<file path="config.mk">
export PLATFORM = sky130hd
export DESIGN_NAME = joystick_axis_calibration_unit
export DESIGN_NICKNAME = d
export VERILOG_FILES = /design/src/hw/rtl/jac_pkg.sv /design/src/hw/rtl/jac_divider.sv /design/src/hw/rtl/joystick_axis_calibration_unit.sv
export SDC_FILE = /design/constraint.sdc
export NUM_CORES = 2
export LEC_CHECK = 0
export BUFFER_PORTS_ARGS = -buffer_cell sky130_fd_sc_hd__buf_4
export CORE_MARGIN = 3
export CORE_UTILIZATION = 31
export DETAILED_ROUTE_END_ITERATION = 12
export MAX_ROUTING_LAYER = met4
export PLACE_DENSITY_LB_ADDON = 0.1
export RECOVER_POWER = 50
export REMOVE_ABC_BUFFERS = 1
export SETUP_SLACK_MARGIN = 0.2
export SYNTH_ARGS = -nofsm -noshare
export SYNTH_HDL_FRONTEND = slang
export SYNTH_SLANG_ARGS = --single-unit
export TNS_END_PERCENT = 100
</file>
<file path="constraint.sdc">
create_clock -name clk -period 13.2 [get_ports clk]
set_input_delay 1.32 -clock clk [delete_from_list [all_inputs] [get_ports clk]]
set_output_delay 1.32 -clock clk [all_outputs]
set_load 0.05 [all_outputs]
</file>
<file path="src/hw/rtl/jac_pkg.sv">
// Package: shared types and constants for the joystick axis calibration block.
package jac_pkg;

  typedef enum logic [1:0] {
    PH_OFF   = 2'd0,
    PH_TRACK = 2'd1,
    PH_END   = 2'd2,
    PH_SPARE = 2'd3
  } cal_phase_t;

  typedef enum logic [2:0] {
    ST_IDLE,
    ST_TRACK,
    ST_DIVN,
    ST_DIVP,
    ST_MUL,
    ST_OUT
  } seq_state_t;

endpackage

</file>
<file path="src/hw/rtl/jac_divider.sv">
// Restoring divider: one quotient bit per cycle, unsigned.
module jac_divider #(
  parameter int NumW = 40,
  parameter int DenW = 20
) (
  input  logic            clk,
  input  logic            rst,
  input  logic            start,
  input  logic [NumW-1:0] num,
  input  logic [DenW-1:0] den,
  output logic            done,
  output logic [NumW-1:0] quo
);
  localparam int CntW = $clog2(NumW + 1);

  logic [NumW-1:0] q;
  logic [DenW:0]   rem;
  logic [DenW-1:0] d;
  logic [CntW-1:0] cnt;
  logic            busy;
  logic [DenW:0]   trial;

  assign trial = {rem[DenW-1:0], q[NumW-1]};

  always_ff @(posedge clk) begin
    if (rst) begin
      busy <= 1'b0;
      done <= 1'b0;
      cnt  <= '0;
    end else begin
      done <= 1'b0;
      if (start) begin
        busy <= 1'b1;
        cnt  <= CntW'(NumW);
        q    <= num;
        rem  <= '0;
        d    <= den;
      end else if (busy) begin
        // shift in one numerator bit, subtract where it fits
        if (trial >= {1'b0, d}) begin
          rem <= trial - {1'b0, d};
          q   <= {q[NumW-2:0], 1'b1};
        end else begin
          rem <= trial;
          q   <= {q[NumW-2:0], 1'b0};
        end
        cnt <= cnt - 1'b1;
        if (cnt == CntW'(1)) begin
          busy <= 1'b0;
          done <= 1'b1;
        end
      end
    end
  end

  assign quo = q;
endmodule

</file>
<file path="src/hw/rtl/joystick_axis_calibration_unit.sv">
// Top level: joystick axis calibration with tracker, gain division and applied scaling.
//
// Usage: one request on the s_axis channel gives one result on m_axis.
// s_axis_tdata: heading (17b signed, fixed point), cal_switch, button_port.
// m_axis_tdata: axis_value (int8), buttons (inverted port), calibrating.
// Each request runs through a small sequencer: a tracking state, then a
// multiply state and an output register. The sample that ends calibration
// also runs the shared restoring divider twice (gain_negative then
// gain_positive), one quotient bit per cycle, between the tracking and
// multiply states.
// s_axis_tready is high only in the idle state; the block works on one
// request at a time. The result waits in the output register while the
// receiver stalls, and no new request is taken until it goes.
// Reset (synchronous, active high) clears the tracker, sets both gains to
// 1.0 and the centre offset to zero, and leaves the block idle.
module joystick_axis_calibration_unit
  import jac_pkg::*;
#(
  parameter int HEADING_FRAC_BITS = 8,
  parameter int GAIN_FRAC_BITS    = 16
) (
  input  logic        clk,
  input  logic        rst,
  input  logic        s_axis_tvalid,
  output logic        s_axis_tready,
  input  logic [31:0] s_axis_tdata,  // heading[16:0], cal_switch[17], button_port[25:18]
  output logic        m_axis_tvalid,
  input  logic        m_axis_tready,
  output logic [23:0] m_axis_tdata   // axis_value[7:0], buttons[15:8], calibrating[16]
);
  localparam int HF   = HEADING_FRAC_BITS;
  localparam int GF   = GAIN_FRAC_BITS;
  localparam int GW   = 8 + GF;
  localparam int VW   = HF + 11;        // wide enough for wrapped sums
  localparam int NUMW = 8 + HF + GF + 1;
  localparam int PW   = VW + GW + 1;

  localparam logic signed [VW-1:0] ONE   = VW'(1) <<< HF;
  localparam logic signed [VW-1:0] P128  = ONE * 128;
  localparam logic signed [VW-1:0] P256  = ONE * 256;
  localparam logic signed [VW-1:0] P96   = ONE * 96;
  localparam logic signed [VW-1:0] P64   = ONE * 64;
  localparam logic [GW-1:0]        GMAX  = '1;
  localparam logic [NUMW-1:0]      NUM   = NUMW'(128) << (HF + GF);

  seq_state_t state, state_next;
  cal_phase_t phase, phase_next;

  logic signed [16:0] heading;
  logic               sw;
  logic [7:0]         btn;
  logic signed [7:0]  tmin, tmax, toff;
  logic signed [19:0] centre;
  logic [GW-1:0]      gneg, gpos;
  logic               led, led_next;
  logic signed [VW-1:0] dneg, dpos;

  // tracker combinational path
  logic signed [VW-1:0] v0, v1, v2, vmin, vmax, dneg_c, dpos_c;
  logic signed [7:0]    toff1, tmin1, tmax1, v_i8;
  logic signed [7:0]    toff_next, tmin_next, tmax_next;

  function automatic logic signed [VW-1:0] wrapr(input logic signed [VW-1:0] x);
    logic signed [VW-1:0] y;
    y = x;
    if (y < -P128) y = y + P256;
    if (y > P128)  y = y - P256;
    return y;
  endfunction

  function automatic logic signed [7:0] to_i8(input logic signed [VW-1:0] x);
    logic signed [VW-1:0] t;
    t = (x < 0) ? -((-x) >>> HF) : (x >>> HF);
    return t[7:0];
  endfunction

  always_comb begin
    v0 = wrapr(VW'(heading) + (VW'(toff) <<< HF));
    toff1 = toff; tmin1 = tmin; tmax1 = tmax; v1 = v0;
    if (v0 < -P96) begin
      toff1 = toff + 8'sd64; tmin1 = tmin + 8'sd64; tmax1 = tmax + 8'sd64;
      v1 = v0 + P64;
    end else if (v0 > P96) begin
      toff1 = toff - 8'sd64; tmin1 = tmin - 8'sd64; tmax1 = tmax - 8'sd64;
      v1 = v0 - P64;
    end
    v_i8 = to_i8(v1);
    vmin = VW'(tmin1) <<< HF;
    vmax = VW'(tmax1) <<< HF;
    v2 = v1;
    dneg_c = vmin - v2;
    dpos_c = vmax - v2;
    // advance the tracker phase
    phase_next = phase; led_next = led;
    toff_next = toff1; tmin_next = tmin1; tmax_next = tmax1;
    unique case (phase)
      PH_TRACK: begin
        if (!sw) phase_next = PH_END;
        if (vmin > v2) tmin_next = v_i8;
        if (vmax < v2) tmax_next = v_i8;
      end
      PH_END: begin
        led_next = 1'b0;
        tmin_next = '0; tmax_next = '0; toff_next = '0;
        phase_next = PH_OFF;
      end
      default: if (sw) begin
        led_next = 1'b1;
        tmin_next = v_i8; tmax_next = v_i8; toff_next = '0;
        phase_next = PH_TRACK;
      end
    endcase
  end

  // divider share
  logic             div_start, div_done;
  logic [NUMW-1:0]  div_q;
  logic [VW-1:0]    div_den;
  jac_divider #(.NumW(NUMW), .DenW(VW)) u_div (
    .clk(clk), .rst(rst), .start(div_start), .num(NUM), .den(div_den),
    .done(div_done), .quo(div_q)
  );

  // applied path
  logic signed [VW-1:0] r;
  logic signed [PW-1:0] prod;
  logic signed [7:0]    axis, axis_next;

  always_comb begin
    r = wrapr(VW'(heading) + VW'(centre));
    prod = PW'(r) * $signed({1'b0, (r < 0) ? gneg : gpos});
    if (prod < -(PW'(128) <<< (HF + GF))) axis_next = -8'sd128;
    else if (prod > (PW'(127) <<< (HF + GF))) axis_next = 8'sd127;
    else if (prod < 0) axis_next = 8'(-((-prod) >>> (HF + GF)));
    else axis_next = 8'(prod >>> (HF + GF));
  end

  always_comb begin
    state_next = state;
    unique case (state)
      ST_IDLE:  if (s_axis_tvalid) state_next = ST_TRACK;
      ST_TRACK: state_next = (phase == PH_END) ? ST_DIVN : ST_MUL;
      ST_DIVN:  if (div_done) state_next = ST_DIVP;
      ST_DIVP:  if (div_done) state_next = ST_MUL;
      ST_MUL:   state_next = ST_OUT;
      ST_OUT:   if (m_axis_tready) state_next = ST_IDLE;
      default:  state_next = ST_IDLE;
    endcase
  end

  always_comb begin
    s_axis_tready = (state == ST_IDLE);
    m_axis_tvalid = (state == ST_OUT);
    div_start = ((state == ST_TRACK) && (phase == PH_END)) ||
                ((state == ST_DIVN) && div_done);
    div_den = (state == ST_TRACK) ? -dneg_c : dpos;
  end

  function automatic logic [GW-1:0] sat(input logic [NUMW-1:0] q);
    return (q > NUMW'(GMAX)) ? GMAX : q[GW-1:0];
  endfunction

  always_ff @(posedge clk) begin
    if (rst) begin
      state <= ST_IDLE;
      phase <= PH_OFF;
      tmin <= '0; tmax <= '0; toff <= '0;
      centre <= '0;
      gneg <= GW'(1) << GF;
      gpos <= GW'(1) << GF;
      led <= 1'b0;
    end else begin
      state <= state_next;
      unique case (state)
        ST_IDLE: if (s_axis_tvalid) begin
          heading <= s_axis_tdata[16:0];
          sw      <= s_axis_tdata[17];
          btn     <= s_axis_tdata[25:18];
        end
        ST_TRACK: begin
          toff <= toff_next; tmin <= tmin_next; tmax <= tmax_next;
          phase <= phase_next;
          led <= led_next;
          if (phase == PH_END) begin
            centre <= 20'((VW'(toff1) <<< HF) - v2);
            dneg <= dneg_c;
            dpos <= dpos_c;
            // trivial cases settled now; divider refines others
            if (dneg_c == 0) gneg <= GMAX;
            else if (dneg_c > 0) gneg <= '0;
            if (dpos_c == 0) gpos <= GMAX;
            else if (dpos_c < 0) gpos <= '0;
          end
        end
        ST_DIVN: if (div_done && dneg < 0) gneg <= sat(div_q);
        ST_DIVP: if (div_done && dpos > 0) gpos <= sat(div_q);
        ST_MUL: axis <= axis_next;
        default: ;
      endcase
    end
  end

  assign m_axis_tdata = {7'd0, led, ~btn, axis};
endmodule

</file>
[After elaboration in Yosys (flattened, before gate mapping)]
Index checks and enable logic that the tools add are counted.
Word-level totals
  register bits: 248
  input port bits: 36
Operators by class
  $add $sub $neg: 24
  $mul: 1
  magnitude comparators: 19
  equality and inequality tests: 18
  mux-type cells: 57
  bitwise operators: 4
  reduce and logical (&&, ||, !) cells: 26
Operator list (count)
  2-to-1 mux 24 bit: 10
  2-to-1 mux 19 bit: 9
  2-to-1 mux 8 bit: 14
  one-hot mux 24 bit (2 select lines): 2
  less-than comparator 19 x 1 -> 1 bit, second input constant: 4
  logical NOT 32 bit: 2
  subtractor 16 x 19 -> 19 bit: 3
  one-hot mux 8 bit (2 select lines): 3
  > comparator 44 x 32 -> 1 bit, second input constant: 1
  less-than comparator 44 x 1 -> 1 bit, second input constant: 1
  less-than comparator 44 x 32 -> 1 bit, second input constant: 1
  multiplier 19 x 25 -> 44 bit: 1
  > comparator 19 x 1 -> 1 bit, second input constant: 2
  > comparator 19 x 17 -> 1 bit, second input constant: 2
  less-than comparator 19 x 16 -> 1 bit, second input constant: 2
  subtractor 19 x 18 -> 19 bit, second input constant: 2
  > comparator 33 x 24 -> 1 bit, second input constant: 1
  2-to-1 mux 33 bit: 1
  negation 32 bit: 1
  adder 8 bit, second input constant: 3
  subtractor 8 bit, second input constant: 3
  >= comparator 20 x 19 -> 1 bit: 1
  adder 17 x 19 -> 19 bit: 1
  adder 18 x 18 -> 19 bit, second input constant: 1
  41 further kinds: 78

[Longest topological paths before layout]
  depth after elaboration: 14
  depth in mapped cells: 56
  mapped depth without buffers: 52

[By module]
Synthesis repeated with hierarchy kept, for this count alone.
Unflattened totals
  cell total of the unflattened synthesis: 3481
  area total of the unflattened synthesis: 30559.3 µm²
By module, submodules not included
  joystick_axis_calibration_unit: times used 1, cells an instance 3094, area each 26240.2 µm², sequential area each 3443.3 µm²
  jac_divider: times used 1, cells an instance 387, area each 4319.1 µm², sequential area each 2292.2 µm²

[Least setup slack after synthesis]
No wires, ideal clock.
  path kind: register to register
  from: register heading[0]
  to: register axis[6] (data pin)
  library setup time: 267 ps
  arrival time: 12626 ps
  required time: 12933 ps
  path slack: 307 ps
  cell stages (with the launch flop): 50
  period minus slack after synthesis: 12893 ps
  cell sequence: edfxtp_1 -> ha_1 -> inv_1 -> fa_1 -> nand2b_1 -> a21oi_1 -> a31oi_1 -> o21a_1 -> o211ai_1 -> ha_1 -> a22o_1 -> inv_1 -> ha_1 -> nand4b_1 -> nor3_1 -> o211ai_1 -> nor4_1 -> nand4_1 -> [... 14 more ...] -> ha_1 -> ha_1 -> and3_1 -> a221o_1 -> a41o_1 -> or4_1 -> a2111oi_0 -> nand4_1 -> nor3_1 -> nand3_1 -> a2111oi_0 -> xnor2_1 -> ha_1 -> or3_1 -> or2_2 -> a2111oi_0 -> a2111o_1 -> nor2_1
Between the ends
  word-level cells in the longest chain between the ends: 12
  elaborated cells between the ends (all ways): 17
Ends and longest elaborated chain
  from (decl): line joystick_axis_calibration_unit.sv:49  | logic signed [16:0] heading;
  from (signal assigned): line joystick_axis_calibration_unit.sv:176  | heading <= s_axis_tdata[16:0];
  adder 17 x 19 -> 19 bit (*): line joystick_axis_calibration_unit.sv:130  | r = wrapr(VW'(heading) + VW'(centre));
  adder 19 x 18 -> 19 bit / less-than comparator 19 x 16 -> 1 bit (equally long branches): line joystick_axis_calibration_unit.sv:66  | if (y < -P128) y = y + P256;
  2-to-1 mux 19 bit (*): line joystick_axis_calibration_unit.sv:66
  subtractor 19 x 18 -> 19 bit / > comparator 19 x 17 -> 1 bit (equally long branches): line joystick_axis_calibration_unit.sv:67  | if (y > P128) y = y - P256;
  2-to-1 mux 19 bit (*): line joystick_axis_calibration_unit.sv:67
  less-than comparator 19 x 1 -> 1 bit: line joystick_axis_calibration_unit.sv:131  | prod = PW'(r) * $signed({1'b0, (r < 0) ? gneg : gpos});
  2-to-1 mux 24 bit: line joystick_axis_calibration_unit.sv:131
  multiplier 19 x 25 -> 44 bit (*): line joystick_axis_calibration_unit.sv:131
  negation 32 bit: line joystick_axis_calibration_unit.sv:134  | else if (prod < 0) axis_next = 8'(-((-prod) >>> (HF + GF)));
  negation 8 bit: line joystick_axis_calibration_unit.sv:134
  2-to-1 mux 8 bit: line joystick_axis_calibration_unit.sv:134
  2-to-1 mux 8 bit: line joystick_axis_calibration_unit.sv:133  | else if (prod > (PW'(127) <<< (HF + GF))) axis_next = 8'sd127;
  to (signal assigned): line joystick_axis_calibration_unit.sv:197  | ST_MUL: axis <= axis_next;
  to (decl): line joystick_axis_calibration_unit.sv:127  | logic signed [7:0] axis, axis_next;
Mark *: on every way between the ends. The rest lies on a longest branch, timed or not.
A chain may end at the register's enable or synchronous reset.

[Worst setup path in the final report]
  from: register heading[8]
  to: register axis[6] (data pin)
Same word-level chain as after synthesis.

==> results.txt <==
----------------------------------------------------
[Setup path]
  Critical path's most frequent cell ... fa_1
  CP Data Arrival Time ... 12780 ps
  Cell at the slowest stage of the critical path ... fa_1
  Crit Path Max Fanout ... 8
  Crit-path max cell delay ... 600 ps
  Type of element launching the critical path ... flop
  Category of the most critical setup path ... reg -> reg
  Required time of the worst setup path ... 13500 ps
  Sort of element at the end of the critical path ... flop
  Register-to-Register Setup Slack ... 720 ps

[Die]
  Count of pins on the block boundary ... 62
  Die extent in x ... 314 um
  Effective utilization at floorplan ... 31.3%
  Placeable Area ... 0.0936 mm2
  Die outline area ... 0.0983 mm2
  Site row count ... 112
  Chip height ... 314 um

[Clocking]
  Post-CTS clock slew at the launch and capture registers of the worst setup and hold paths ... 60 ps
  Number of clock buffers inserted by TritonCTS ... 28
  Clk sink count ... 224
  Clock insertion delay at the later pin of the skew report ... 590 ps
  Master cell of the clock root buffer ... clkbuf_16
  Clock buffer depth ... 3
  Deepest level of the CTS H-tree ... 1
  CTS tree ... built

[Logic synthesis]
  Commonest cells post-synth ... inv_1 (489), nor2_1 (417), fa_1 (375), nand2_1 (347), ha_1 (248)
  EDFF count, synth ... 125
  Number of synthesized register bits ... 224
  Complex-gate fraction of the synthesized area ... 11.8%
  Dominant combinational cell family by area after synthesis ... adder cells
  Synth area leaders ... fa_1 (26%), edfxtp_1 (13%), ha_1 (11%), dfxtp_1 (6.8%), inv_1 (6.3%)
  Multiplexer share of the synthesized area ... 3.05%
  Leading cell type by number of instances after synthesis ... inv_1
  Syn_area_per_cell ... 8.80 um2
  Sequential element share of the synthesized area ... 19.6%
  Share of Yosys cell area claimed by the top area cell type ... 25.6%
  Unique cell type count in the Yosys netlist ... 84
  Post-Syn Area ... 0.0293 mm2
  Ys async rst share ... 0%
  Cell type with the highest aggregate area in the netlist ... fa_1
  Area share of xor/xnor cells in the synthesized design ... 4.18%
  Yosys warns ... 0
  Most frequently used flop master after synthesis ... edfxtp_1
  Simple-Gate Fraction of Synth Area ... 16.9%
  Adder-Cell Fraction of Synth Area ... 36.2%
  Gate count of the mapped netlist ... 3333

[Timing]
  Share of the clock period used by the worst path ... 94.5%
  Number of hold violations in the final report ... 0
  Fmax ... 80.1 MHz
  Worst slew pin tran ... 2550 ps
  Unrepaired setup endpoints after global routing ... true
  Worst setup skew after layout ... 25.0 ps
  Slack of the critical path ... 722 ps
  Worst-case hold slack ... 457 ps
  Max-slew violation total from the final report ... 182
  Worst slew margin relative to its limit ... -70.0%
  Tmin final ... 12480 ps
  Count of endpoints failing setup in the final report ... 0

[Route]
  WL per Instance ... 19.7 um
  Total DRC errors in the routed layout ... 0
  Vias ... 23869
  Drt total wl ... 96300 um
  Pre-antenna DRT Iters ... 5
  Detailed Route Iter0 Violations ... 1291
  Final antenna-violating net count ... 0
  Vias per inst ... 4.88

[Run status]
  Failing checks ... capacitance limit, slew limit
  Run status ... complete, but fails checks

[Power and ir drop]
  Static leakage ... 0.0160 uW
  Cell-internal power ... 2680 uW
  Register share of total power ... 16.7%
  P_sw ... 2440 uW
  Power share of the clock group ... 15.7%
  Net switching fraction of the power ... 47.6%
  Maximum resistive drop on vdd ... 0.106 mV
  Combinational power share ... 67.6%
  Pwr Density ... 147 mW/mm2

[Layout]
  Share of final-layout standard cells stronger than drive strength 1 ... 15.4%
  Diodes inserted ... 0
  P&R area growth vs syn ... 18.9%
  Fill count ... 9946
  Post-layout nets ... 4275

[Global routing]
  Global-route congestion overflow total ... 0
  Initial antenna violation count ... 0
  Number of global-route vias before repair ... 24665
  First-pass GRT wire length ... 150000 um
  Overall global routing resource usage ... 20.2%
  Pin count of the biggest net entering global routing ... 48

[Placed design]
  Worst slack after detailed placement ... -269 ps
  Detailed placement HPWL ... 77800 um
  Final RePlAce weighted congestion ... 0.871
  Number of I/O port buffers ... 48

[Hold path]
  Worst hold-check path type ... reg -> reg

[Flow run]
  Max-cap violations ... 5

----------------------------------------------------
## metrics by stage
stage | total power (uW) | instances | utilization, % | TNS (ps) | area [um2]
6_report | 5120 | 4892 | 37.2 | 0 | 34900
4_1_cts | 5110 | 4867 | 36.7 | 0 | 34300
3_3_place_gp | 4240 | 4801 | 35.4 | -240 | 33100
3_5_place_dp | 4210 | 4801 | 35.4 | -269 | 33100
5_1_grt | 5570 | 4892 | 37.2 | 0 | 34900
2_1_floorplan | 3050 | 3188 | - | -645 | 28700
## logic make-up (layout without fill, tap and decap cells)
family,Yosys count,after routing
other cells,1,7
compound gates,517,521
simple gates,1102,1102
fa+ha+maj,623,623
xor+xnor,140,140
mux,86,86
buf+inv,640,935
flops,224,224
## worst paths after layout
check,from,endpoint,cells after the start
max,heading[8]$_DFFE_PP_,axis[6]$_SDFFCE_PP0P_,51
min reg2reg,centre[4]$_SDFFE_PP0P_,centre[4]$_SDFFE_PP0P_,2
max reg2reg,heading[8]$_DFFE_PP_,axis[6]$_SDFFCE_PP0P_,51
min,centre[4]$_SDFFE_PP0P_,centre[4]$_SDFFE_PP0P_,2
## power groups by stage
stage / clock (uW) / sequential (uW) / combinational (uW)
2_1_floorplan: 0 / 876 / 2180
3_3_place_gp: 0 / 869 / 3370
3_5_place_dp: 0 / 869 / 3340
4_1_cts: 830 / 855 / 3420
5_1_grt: 857 / 863 / 3850
6_report: 802 / 857 / 3460
## sequential cells by signal, indices dropped and copies added (netlist names), 9 cells and up
name	count
u_div.d	19
centre	19
gpos	24
u_div.quo	33
dpos	11
dneg	9
gneg	24
u_div.rem	19
heading	17
## what timing repair did
| item | CTS | global route |
|---|---|---|
| hold buffers | 0 | 0 |
| resized for setup | 27 | 83 |
| pin swaps | 16 | 72 |
| cloned | 3 | 1 |
| endpoints found under the setup margin | 3 | 8 |
| setup buffers | 11 | 24 |
## layout make-up
class	count	area [um2]	area share [%]
Clock inverter	9	87.6	0.251
Timing Repair Buffer	394	2890	8.29
Tap cell	1254	1570	4.50
Inverter	489	1840	5.26
Sequential cell	224	5740	16.5
Multi-Input combinational cell	2479	21900	62.7
Clock buffer	43	873	2.51
## cell usage in the layout, fill, tap and decap left out, types with 14 or more instances in the layout
cell | netlist | routed
nand4_1 | 23 | 23
o21a_1 | 14 | 14
nand2_1 | 347 | 345
fa_1 | 375 | 359
inv_1 | 489 | 488
o31ai_1 | 15 | 14
mux2_2 | 26 | 22
xnor2_1 | 86 | 82
mux2i_1 | 60 | 56
o21ai_0 | 102 | 100
a21o_1 | 36 | 35
nor4_1 | 22 | 19
ha_1 | 248 | 226
or3_1 | 21 | 20
o2bb2ai_1 | 23 | 23
edfxtp_1 | 125 | 125
clkbuf_4 | 0 | 21
dfxtp_1 | 99 | 99
fa_2 | 0 | 16
nand2b_1 | 43 | 42
and2_1 | 50 | 30
nor2_1 | 417 | 408
a211oi_1 | 57 | 49
nor3_1 | 54 | 52
and3_1 | 15 | 15
nor2b_1 | 17 | 17
xor2_1 | 54 | 51
ha_4 | 0 | 18
nand3_1 | 41 | 40
a21oi_1 | 124 | 121
and2_0 | 1 | 20
buf_4 | 8 | 335
a31oi_1 | 18 | 17
clkbuf_16 | 0 | 30
clkbuf_1 | 131 | 38
## layer usage
metal / track usage, % / share of wire [%] / vias to the layer above
met2: 33.7 / 48 / 345
met1: 27.2 / 47 / 11855
met3: 1.66 / 3.0 / 99
met4: 3.88 / 2.0 / 0
met5: - / 0 / -
li1: - / - / 11570
## worst max-delay path: cells and delay by family, from the launching register on
family	cells	cell delay (ps)
mux	1	340
fa+ha+maj	12	4530
simple gates	15	2740
buf+inv	10	1230
compound gates	13	2820
flops	1	500
No activity file was read; power rests on OpenSTA's default activity.
